`src/hw/rtl/ecm_pkg.sv`:
```
// ----------------------------------------------------------------------------
// Effect crossfade mixer package
// Shared types, codes and fixed-point constants of the crossfade mixer.
// ----------------------------------------------------------------------------
package ecm_pkg;

  localparam int unsigned ID_BITS     = 8;
  localparam int unsigned STEP_W      = 17;
  localparam int unsigned LEVEL_W     = 17;
  localparam int unsigned BRIGHT_W    = 17;
  localparam int unsigned DUR_W       = 23;
  localparam int unsigned WEIGHT_W    = 17;
  localparam int unsigned FRAC_W      = 16;
  localparam int unsigned ACC_W       = 51;
  localparam int unsigned SUM_W       = 52;
  localparam int unsigned DIV_STEPS   = 16;
  localparam int unsigned DCNT_W      = 4;
  localparam int unsigned CFG_DATA_W  = 23;
  localparam int unsigned IN_TDATA_W  = 32;
  localparam int unsigned OUT_TDATA_W = 56;

  localparam logic [LEVEL_W-1:0] ONE_Q16      = 17'h10000;
  localparam logic [DUR_W-1:0]   MAX_DURATION = 23'h400000;
  localparam logic [DUR_W-1:0]   PROGRESS_MAX = 23'h7FFFFF;

  typedef enum logic [1:0] {
    MODE_TICK   = 2'd0,
    MODE_SWITCH = 2'd1,
    MODE_ENABLE = 2'd2,
    MODE_HOLD   = 2'd3
  } mode_e;

  typedef enum logic [1:0] {
    NOTE_NONE = 2'd0,
    NOTE_ON   = 2'd1,
    NOTE_OFF  = 2'd2
  } note_e;

  typedef enum logic {
    REG_BRIGHTNESS = 1'b0,
    REG_DURATION   = 1'b1
  } reg_idx_e;

  typedef enum logic [2:0] {
    S_IDLE,
    S_LL,
    S_BW,
    S_DIV,
    S_WT,
    S_W1,
    S_DONE
  } state_e;

endpackage

```
`src/hw/rtl/effect_crossfade_mixer.sv`:
```
// Weights come from a shift-add multiplier that retires one multiplier bit per cycle (three
// products) and a restoring divider that retires one quotient bit per cycle. A new item
// is accepted only while idle, once the last result has gone to the output register; a
// finished result may wait there while the next item is accepted. Reset clears levels,
// flags, counts and the output valid.
// ----------------------------------------------------------------------------
// Effect crossfade mixer
// Fade level and effect queue, and crossfade weights computed over one shared adder.
// ----------------------------------------------------------------------------
module effect_crossfade_mixer #(
  parameter int unsigned QUEUE_DEPTH = 3
) (
  input  logic                                clk_i,
  input  logic                                rst_ni,
  // tdata: time_step[16:0], effect_id[24:17], enable_value[25], zero fill
  input  logic [ecm_pkg::IN_TDATA_W-1:0]      s_axis_tdata_i,
  // tuser: mode[1:0]
  input  logic [1:0]                          s_axis_tuser_i,
  input  logic                                s_axis_tvalid_i,
  output logic                                s_axis_tready_o,
  // tdata: first_effect[7:0], first_valid[8], first_weight[25:9],
  //        second_effect[33:26], second_valid[34], second_weight[51:35],
  //        notify[53:52], zero fill
  output logic [ecm_pkg::OUT_TDATA_W-1:0]     m_axis_tdata_o,
  output logic                                m_axis_tvalid_o,
  input  logic                                m_axis_tready_i,
  input  logic                                cfg_we_i,
  input  logic                                cfg_idx_i,
  input  logic [ecm_pkg::CFG_DATA_W-1:0]      cfg_data_i
);

  localparam int unsigned IDX_W = (QUEUE_DEPTH > 1) ? $clog2(QUEUE_DEPTH) : 1;
  localparam int unsigned CNT_W = $clog2(QUEUE_DEPTH + 1);

  typedef logic [ecm_pkg::ID_BITS-1:0] id_t;

  ecm_pkg::state_e state_q, state_d;

  logic [ecm_pkg::BRIGHT_W-1:0] bright_q;
  logic [ecm_pkg::DUR_W-1:0]    dur_q;

  id_t                         queue_q [QUEUE_DEPTH];
  id_t                         queue_n [QUEUE_DEPTH];
  logic [CNT_W-1:0]            cnt_q, cnt_n;
  logic                        flag_q, flag_n;
  logic [ecm_pkg::LEVEL_W-1:0] level_q, level_n;
  logic [ecm_pkg::DUR_W-1:0]   prog_q, prog_n;
  ecm_pkg::note_e              note_q, note_n;

  logic [ecm_pkg::ACC_W-1:0]    acc_q, acc_d;
  logic [ecm_pkg::ACC_W-1:0]    mcand_q, mcand_d;
  logic [ecm_pkg::LEVEL_W-1:0]  mplier_q, mplier_d;
  logic [ecm_pkg::WEIGHT_W-1:0] w_q, w_d;
  logic [ecm_pkg::FRAC_W-1:0]   t_q, t_d;
  logic [ecm_pkg::DCNT_W-1:0]   dcnt_q, dcnt_d;
  logic [ecm_pkg::WEIGHT_W-1:0] w1_q, w1_d;
  logic [ecm_pkg::WEIGHT_W-1:0] w2_q, w2_d;

  logic [ecm_pkg::OUT_TDATA_W-1:0] out_data_q, out_data_d;
  logic                            out_valid_q, out_valid_d;

  logic [ecm_pkg::SUM_W-1:0] add_a, add_b, add_sum;
  logic                      add_cin;

  logic                         in_fire;
  ecm_pkg::mode_e               in_mode;
  logic [ecm_pkg::STEP_W-1:0]   in_step;
  id_t                          in_id;
  logic                         in_en;
  logic [IDX_W-1:0]             last_idx;
  logic [ecm_pkg::LEVEL_W:0]    level_sum;
  logic [ecm_pkg::DUR_W:0]      prog_sum;
  logic [ecm_pkg::DUR_W-1:0]    prog_sat;
  logic [ecm_pkg::DUR_W:0]      rem_sh;
  logic                         qbit;
  logic                         load_out;
  logic [ecm_pkg::WEIGHT_W-1:0] w_full;
  logic                         one_present, two_present;

  assign in_mode  = ecm_pkg::mode_e'(s_axis_tuser_i);
  assign in_step  = s_axis_tdata_i[16:0];
  assign in_id    = s_axis_tdata_i[24:17];
  assign in_en    = s_axis_tdata_i[25];
  assign in_fire  = s_axis_tvalid_i && s_axis_tready_o;
  assign last_idx = IDX_W'(cnt_q - CNT_W'(1));

  assign s_axis_tready_o = (state_q == ecm_pkg::S_IDLE);
  assign m_axis_tvalid_o = out_valid_q;
  assign m_axis_tdata_o  = out_data_q;

  // Item state update on the input transfer
  always_comb begin
    for (int i = 0; i < QUEUE_DEPTH; i++) begin
      queue_n[i] = queue_q[i];
    end
    cnt_n     = cnt_q;
    flag_n    = flag_q;
    level_n   = level_q;
    prog_n    = prog_q;
    note_n    = ecm_pkg::NOTE_NONE;
    level_sum = {1'b0, level_q} + {1'b0, in_step};
    prog_sum  = {1'b0, prog_q} + (ecm_pkg::DUR_W + 1)'(in_step);
    prog_sat  = prog_sum[ecm_pkg::DUR_W] ? ecm_pkg::PROGRESS_MAX
                                         : prog_sum[ecm_pkg::DUR_W-1:0];
    unique case (in_mode)
      ecm_pkg::MODE_TICK: begin
        if (flag_q) begin
          if (level_q < ecm_pkg::ONE_Q16) begin
            level_n = (level_sum > {1'b0, ecm_pkg::ONE_Q16}) ? ecm_pkg::ONE_Q16
                                                           : level_sum[16:0];
          end
        end else if (level_q != '0) begin
          if (in_step >= level_q) begin
            level_n = '0;
            note_n  = ecm_pkg::NOTE_OFF;
          end else begin
            level_n = level_q - in_step;
          end
        end
        if (cnt_q >= CNT_W'(2)) begin
          prog_n = prog_sat;
          if (prog_sat >= dur_q) begin
            for (int i = 0; i < QUEUE_DEPTH - 1; i++) begin
              queue_n[i] = queue_q[i+1];
            end
            cnt_n  = cnt_q - CNT_W'(1);
            prog_n = (cnt_q == CNT_W'(2)) ? '0 : prog_sat - dur_q;
          end
        end
      end
      ecm_pkg::MODE_SWITCH: begin
        if (cnt_q >= CNT_W'(QUEUE_DEPTH)) begin
          queue_n[QUEUE_DEPTH-1] = in_id;
        end else if (cnt_q == '0 || queue_q[last_idx] != in_id) begin
          queue_n[IDX_W'(cnt_q)] = in_id;
          cnt_n = cnt_q + CNT_W'(1);
        end
      end
      ecm_pkg::MODE_ENABLE: begin
        flag_n = in_en;
        if (in_en && level_q == '0) begin
          note_n = ecm_pkg::NOTE_ON;
        end
      end
      default: begin
      end
    endcase
  end

  // Shared adder
  assign add_sum = add_a + add_b + ecm_pkg::SUM_W'(add_cin);
  assign rem_sh  = {acc_q[ecm_pkg::DUR_W-1:0], 1'b0};
  assign qbit    = ~add_sum[ecm_pkg::SUM_W-1];
  assign w_full  = acc_q[48:32];

  assign one_present = (cnt_q >= CNT_W'(1));
  assign two_present = (cnt_q >= CNT_W'(2));

  always_comb begin
    add_a   = '0;
    add_b   = '0;
    add_cin = 1'b0;
    unique case (state_q)
      ecm_pkg::S_LL, ecm_pkg::S_BW, ecm_pkg::S_WT: begin
        add_a = {1'b0, acc_q};
        add_b = mplier_q[0] ? {1'b0, mcand_q} : '0;
      end
      ecm_pkg::S_DIV: begin
        add_a   = ecm_pkg::SUM_W'(rem_sh);
        add_b   = ~ecm_pkg::SUM_W'(dur_q);
        add_cin = 1'b1;
      end
      ecm_pkg::S_W1: begin
        add_a   = ecm_pkg::SUM_W'(w_q);
        add_b   = ~ecm_pkg::SUM_W'(w2_q);
        add_cin = (acc_q[ecm_pkg::FRAC_W-1:0] == '0);
      end
      default: begin
      end
    endcase
  end

  // Sequencer
  always_comb begin
    state_d  = state_q;
    acc_d    = acc_q;
    mcand_d  = mcand_q;
    mplier_d = mplier_q;
    w_d      = w_q;
    t_d      = t_q;
    dcnt_d   = dcnt_q;
    w1_d     = w1_q;
    w2_d     = w2_q;
    load_out = 1'b0;
    unique case (state_q)
      ecm_pkg::S_IDLE: begin
        if (in_fire) begin
          acc_d    = '0;
          mcand_d  = ecm_pkg::ACC_W'(level_n);
          mplier_d = level_n;
          state_d  = ecm_pkg::S_LL;
        end
      end
      ecm_pkg::S_LL, ecm_pkg::S_BW, ecm_pkg::S_WT: begin
        if (mplier_q == '0) begin
          if (state_q == ecm_pkg::S_LL) begin
            acc_d    = '0;
            mcand_d  = ecm_pkg::ACC_W'(acc_q[33:0]);
            mplier_d = bright_q;
            state_d  = ecm_pkg::S_BW;
          end else if (state_q == ecm_pkg::S_BW) begin
            w_d = w_full;
            if (!one_present) begin
              w1_d    = '0;
              w2_d    = '0;
              state_d = ecm_pkg::S_DONE;
            end else if (!two_present) begin
              w1_d    = w_full;
              w2_d    = '0;
              state_d = ecm_pkg::S_DONE;
            end else if (prog_q >= dur_q) begin
              w1_d    = '0;
              w2_d    = w_full;
              state_d = ecm_pkg::S_DONE;
            end else begin
              acc_d   = ecm_pkg::ACC_W'(prog_q);
              t_d     = '0;
              dcnt_d  = '0;
              state_d = ecm_pkg::S_DIV;
            end
          end else begin
            w2_d    = acc_q[32:16];
            state_d = ecm_pkg::S_W1;
          end
        end else begin
          if (mplier_q[0]) begin
            acc_d = add_sum[ecm_pkg::ACC_W-1:0];
          end
          mcand_d  = mcand_q << 1;
          mplier_d = mplier_q >> 1;
        end
      end
      ecm_pkg::S_DIV: begin
        acc_d  = qbit ? ecm_pkg::ACC_W'(add_sum[ecm_pkg::DUR_W-1:0])
                      : ecm_pkg::ACC_W'(rem_sh);
        t_d    = {t_q[ecm_pkg::FRAC_W-2:0], qbit};
        dcnt_d = dcnt_q + ecm_pkg::DCNT_W'(1);
        if (dcnt_q == ecm_pkg::DCNT_W'(ecm_pkg::DIV_STEPS - 1)) begin
          acc_d    = '0;
          mcand_d  = ecm_pkg::ACC_W'(w_q);
          mplier_d = {1'b0, t_d};
          state_d  = ecm_pkg::S_WT;
        end
      end
      ecm_pkg::S_W1: begin
        w1_d    = add_sum[ecm_pkg::WEIGHT_W-1:0];
        state_d = ecm_pkg::S_DONE;
      end
      ecm_pkg::S_DONE: begin
        if (!out_valid_q || m_axis_tready_i) begin
          load_out = 1'b1;
          state_d  = ecm_pkg::S_IDLE;
        end
      end
      default: begin
        state_d = ecm_pkg::S_IDLE;
      end
    endcase
  end

  // Result assembly
  always_comb begin
    out_data_d = out_data_q;
    if (load_out) begin
      out_data_d = {2'b00, note_q, w2_q, two_present,
                    two_present ? queue_q[1] : id_t'(0),
                    w1_q, one_present,
                    one_present ? queue_q[0] : id_t'(0)};
    end
    out_valid_d = out_valid_q && !m_axis_tready_i;
    if (load_out) begin
      out_valid_d = 1'b1;
    end
  end

  always_ff @(posedge clk_i or negedge rst_ni) begin
    if (!rst_ni) begin
      state_q     <= ecm_pkg::S_IDLE;
      bright_q    <= ecm_pkg::ONE_Q16;
      dur_q       <= ecm_pkg::DUR_W'(ecm_pkg::ONE_Q16);
      cnt_q       <= '0;
      flag_q      <= 1'b0;
      level_q     <= '0;
      prog_q      <= '0;
      note_q      <= ecm_pkg::NOTE_NONE;
      out_valid_q <= 1'b0;
    end else begin
      state_q     <= state_d;
      out_valid_q <= out_valid_d;
      if (in_fire) begin
        cnt_q   <= cnt_n;
        flag_q  <= flag_n;
        level_q <= level_n;
        prog_q  <= prog_n;
        note_q  <= note_n;
      end
      if (cfg_we_i) begin
        unique case (ecm_pkg::reg_idx_e'(cfg_idx_i))
          ecm_pkg::REG_BRIGHTNESS: begin
            bright_q <= (cfg_data_i[16:0] > ecm_pkg::ONE_Q16) ? ecm_pkg::ONE_Q16
                                                              : cfg_data_i[16:0];
          end
          ecm_pkg::REG_DURATION: begin
            dur_q <= (cfg_data_i > ecm_pkg::MAX_DURATION) ? ecm_pkg::MAX_DURATION
                                                          : cfg_data_i;
          end
          default: begin
          end
        endcase
      end
    end
  end

  always_ff @(posedge clk_i) begin
    if (in_fire) begin
      for (int i = 0; i < QUEUE_DEPTH; i++) begin
        queue_q[i] <= queue_n[i];
      end
    end
    acc_q      <= acc_d;
    mcand_q    <= mcand_d;
    mplier_q   <= mplier_d;
    w_q        <= w_d;
    t_q        <= t_d;
    dcnt_q     <= dcnt_d;
    w1_q       <= w1_d;
    w2_q       <= w2_d;
    out_data_q <= out_data_d;
  end

endmodule

```
`config.mk`:
```
export PLATFORM = sky130hd
export DESIGN_NAME = effect_crossfade_mixer
export DESIGN_NICKNAME = d
export VERILOG_FILES = /design/src/hw/rtl/ecm_pkg.sv /design/src/hw/rtl/effect_crossfade_mixer.sv
export SDC_FILE = /design/constraint.sdc
export NUM_CORES = 1
export LEC_CHECK = 0
export ABC_AREA = 0
export BUFFER_PORTS_ARGS = -buffer_cell sky130_fd_sc_hd__clkbuf_2
export CORE_UTILIZATION = 35
export CTS_CLUSTER_DIAMETER = 200
export DETAILED_ROUTE_END_ITERATION = 7
export GPL_ROUTABILITY_DRIVEN = 0
export SLEW_MARGIN = 20
export SYNTH_ARGS = -nofsm -noshare
export SYNTH_HDL_FRONTEND = slang
export SYNTH_SLANG_ARGS = --single-unit
```
`constraint.sdc`:
```
create_clock -name clk_i -period 16.28 [get_ports clk_i]
set_clock_uncertainty 0.1 [all_clocks]
set_input_delay 1.628 -clock clk_i [delete_from_list [all_inputs] [get_ports clk_i]]
set_output_delay 1.628 -clock clk_i [all_outputs]
set_load 0.05 [all_outputs]
```
* Word level (Yosys, flattened, before mapping)
Memory sizes are Yosys's and may differ from the RTL's.
Index checks and enable logic that the tools add are counted.
** Storage, ports and cells
- Flip-flop bits (word level) :: 332
- Memory bits (writable) :: 24
- Input bits :: 63
- Output and inout bits :: 58
- Word-level logic and storage cells :: 208
- Memories :: 1
** Memory list
- queue_q :: depth 3, width 8, read ports 4, clocked after memory_dff 0, write ports 3, RTL line effect_crossfade_mixer.sv:42 : id_t queue_q [QUEUE_DEPTH];
** Cells by class
- $add $sub $neg :: 9
- Magnitude comparators :: 12
- Equality and inequality tests :: 32
- Muxes and demuxes :: 96
- Bitwise logic cells :: 6
- Reduce and logical (&&, ||, !) cells :: 32
** Operators by type and width (number)
- 51-bit 2-to-1 mux :: 13
- 51-bit case mux with 3 select lines :: 3
- 17-bit 2-to-1 mux :: 21
- 52-bit case mux with 3 select lines :: 1
- 23-bit 2-to-1 mux :: 4
- 15-bit 2-to-1 mux :: 6
- 24-bit 2-to-1 mux :: 3
- 52-bit by 1-bit adder with 52-bit output :: 1
- 52-bit adder :: 1
- 17-bit NOT with 52-bit output :: 1
- 23-bit NOT with 52-bit output :: 1
- 17-bit case mux with 3 select lines :: 1
- 16-bit 2-to-1 mux :: 3
- 23-bit greater-or-equal comparator :: 2
- 17-bit zero test :: 2
- 17-bit case mux with 2 select lines :: 1
- 16-bit case mux with 2 select lines :: 1
- 15-bit case mux with 2 select lines :: 1
- 3-bit 2-to-1 mux :: 9
- 23-bit by 17-bit adder with 24-bit output :: 1
- 24-bit bitwise mux :: 1
- 4-bit 2-to-1 mux :: 6
- 8-bit 2-to-1 mux :: 3
- 2-bit inequality test (second input constant) :: 12
- 51 further kinds :: 89

* Depth between registers and ports, before layout
- Depth in word-level cells :: 9
- Gate-level depth with buffers :: 25
- Mapped depth without buffers :: 22

* Worst setup path after synthesis
Ideal clock, no wire load.
- Kind :: input to register
- Start :: input s_axis_tdata_i[0] (netlist bit)
- End :: memory queue_q[0][0] (netlist bit), enable pin
- Setup time :: 0.279 ns
- Arrival time :: 6.146 ns
- Data required time :: 15.901 ns
- Setup slack :: 9.755 ns
- Stages on the path :: 21
- Path buffers :: 1
- Path through :: ha_1 -> fa_1 -> a211oi_1 -> nor2_1 -> o21a_1 -> a221o_1 -> a21o_1 -> a21oi_1 -> xor2_1 -> nand2_1 -> ha_1 -> and3_1 -> a221o_1 -> a2111o_1 -> a31o_2 -> o211ai_1 -> a21o_1 -> buf_2 -> nor3_1 -> o21ai_2 -> nor2_1
** RTL lines
- from (decl) :: RTL line effect_crossfade_mixer.sv:16 : input logic [ecm_pkg::IN_TDATA_W-1:0] s_axis_tdata_i,
- to (decl) :: RTL line effect_crossfade_mixer.sv:42

==> results.cfg <==
[cts]
post_cts_resized = 0
cts-buffers-inserted = 41
htree_levels = 2
clkTransAtPathRegs_ns = 0.06
clk_latency_ns = 0.59
clockBufferDepth = 3
cts_root_buf = clkbuf_16
holdBufCountCts = 0
cts_setup_buffers = 0
cts_tree = built
clock-sinks = 356

[sta]
max_freq_mhz = 130
drv_slew = 0
setup_viol = 0
rsz0062_at_grt = no
fin_crit_sh_pct = 47.2
relSlewSlack_pct = 22.3
setup_tns_ns = 0
worstMarginPinSlew_ns = 1.15
hold_viol = 0
min_period_ns = 7.68

[floorplanning]
io_pins = 121
start_util_pct = 35.7
core_um2 = 67800
dieArea_um2 = 70100
num_rows = 95
dieWidth_um = 265
die_y_um = 265

[setup_path]
cp.arrival_ns = 7.79
crit_path_end_kind = flop
rrSetupSlack_ns = 9.14
critPathRequiredTime_ns = 16.38
crit_path_top_delay_cell = nor2_1
cpMostUsedCell = o211ai_1
cpPeakStageDelay_ns = 0.67
path_cells = clkbuf_2 > ha_1 > a211oi_1 > o211ai_1 > nand3_1 > nor2_1 > o22a_1 > a311o_1 > and3_1 > nand3_1 > o21ai_0 > ha_1 > o21a_1 > o31a_1 > nor4_1 > o211ai_1 > a41o_1 > o211a_1 > o211ai_1 > a21o_1 > nor3_1 > o21ai_2 > nor2_1
worstSetupStartpointType = input pin
critical_path_class = input pin to flop
cp_max_fo = 28

[logic_synthesis]
synth.top_cells.by_area = edfxtp_1 (33%), dfrtp_1 (9.0%), ha_1 (7.9%), a21oi_1 (4.8%), nand2_1 (4.6%)
synthArstFlopShare_pct = 25.0
yosys.area.top_type = edfxtp_1
synth_edf_count = 267
avgSynthCellArea_um2 = 9.40
yosysSeqAreaShare_pct = 42.4
ys.warnings.count = 0
yosys_most_used_dff = edfxtp_1
synth_area_um2 = 24200
yosysTopAreaCellShare_pct = 33.2
ys_types = 97
synth-seq-cells = 356
syn_inst = 2571

[placed_design]
dp_hpwl_um = 60200
portBuffers = 112

[final_layout]
syn2layout_area_growth_pct = 11.4
final_nets = 2833
mostFrequentLayoutCells = nand2_1 (297), edfxtp_1 (267), a21oi_1 (227)
layout_commonest_cell = nand2_1
fin_util_pct = 39.7
drive_gt1_share_pct = 10.7

[grt]
grt-ovfl-total = 0
antenna_found_initial = 2
grtUsageTotal_pct = 22.8
grt_pass1_vias = 20000
grt_max_degree = 60
grt_first_pass_wirelength_um = 123000

[drt]
dr_total_vias = 20900
vias_per_cell = 5.95
post_drt_wl_per_cell_um = 23.2
routed_wl_um = 81800
drtAntennaViolNets = 0
drcViolationCount = 0
dr.pass1.iters = 8
drtIter0Drc = 2468

[power_and_ir_drop]
ir_drop_mv = 0.0979
leakagePower_nw = 11.0
powerDensity_nw_per_um2 = 245

[min_path]
hold_path.class = flop to flop

[flow_run]
maxCapViolations = 0

[outcome]
status = completed
Yosys cell counts, drive strengths merged (42+ instances only):
cell    count
ha        152
nor3       42
nor2b      44
clkbuf    116
xnor2      67
inv       100
a21oi     232
a21o       80
nand2     299
xor2       42
dfrtp      87
nor2      173
o21ai     196
edfxtp    267
a22o       62
nand3      43
cell families after synthesis:
logic type / share of synthesized area [%]
buf+inv: 4.07
other cells: 0.0155
xor+xnor: 3.98
mux: 2.12
compound gates: 23.4
fa+ha+maj: 8.36
simple gates: 15.6
flops: 42.4
stage by stage:
stage / total power, mW / hold WS [ns] / instances / area [µm²] / worst slack [ns]
floorplan: 4.47 / 0.300 / 2572 / 24200 / 9.76
global placement: 5.49 / 0.307 / 3442 / 25600 / 8.11
detailed placement: 5.58 / 0.305 / 3442 / 25600 / 8.03
CTS: 6.53 / 0.319 / 3517 / 26900 / 8.63
global route: 7.00 / 0.328 / 3518 / 26900 / 8.06
finish: 6.60 / 0.321 / 3520 / 26900 / 8.60
power by group:
part           internal (mW)  switching (mW)  total (mW)
clock                  0.529           0.406       0.934
sequential              1.45           0.350        1.80
combinational           1.38            2.49        3.87
per-layer routing:
layer / up-vias / routed length (µm) / global-route usage [%]
met5: - / 0 / 0
li1: 9626 / - / -
met1: 10200 / 33200 / 29.2
met2: 905 / 37900 / 37.1
met4: 0 / 4870 / 12.5
met3: 208 / 5840 / 3.08
sequential cells by signal (all words and copies together) (netlist names), 3 cells and up:
register / flops
acc_q: 51
bright_q: 17
dcnt_q: 4
dur_q: 23
level_q: 17
m_axis_tdata_o: 54
mcand_q: 51
mplier_q: 17
prog_q: 23
queue_q: 24
state_q: 3
t_q: 15
w1_q: 17
w2_q: 17
w_q: 17
cell type report:
type                            instances  area [µm²]
Fill cell                            6589       40800
Multi-Input combinational cell       1967       13000
Sequential cell                       356       10200
Clock buffer                           52        1130
Tap cell                              873        1090
Timing Repair Buffer                  146         818
Inverter                              100         375
Clock inverter                         23         216
Antenna cell                            3        7.51
critical path: cells and delay by family:
family	cells	cell delay [ns]
buffers and inverters	1	0.17
AO/OA/AOI/OAI	13	3.25
AND/OR/NAND/NOR	7	2.00
adder cells (fa/ha/maj)	2	0.72
path summary, 6_finish.rpt:
kind                                   startpoint                           end  cells after the start
max                             s_axis_tdata_i[1]       queue_q[0][0]$_DFFE_PP_                     23
min                             w1_q[3]$_DFFE_PP_  m_axis_tdata_o[12]$_DFFE_PP_                      0
max reg2reg                state_q[0]$_DFFE_PN0P_        acc_q[1]$_SDFFCE_PP0P_                     20
min reg2reg                     w1_q[3]$_DFFE_PP_  m_axis_tdata_o[12]$_DFFE_PP_                      0
max in group asynchronous                  rst_ni        state_q[0]$_DFFE_PN0P_                      2
min in group asynchronous                  rst_ni        level_q[7]$_DFFE_PN0P_                      1
(Power assumes the default switching activity.)
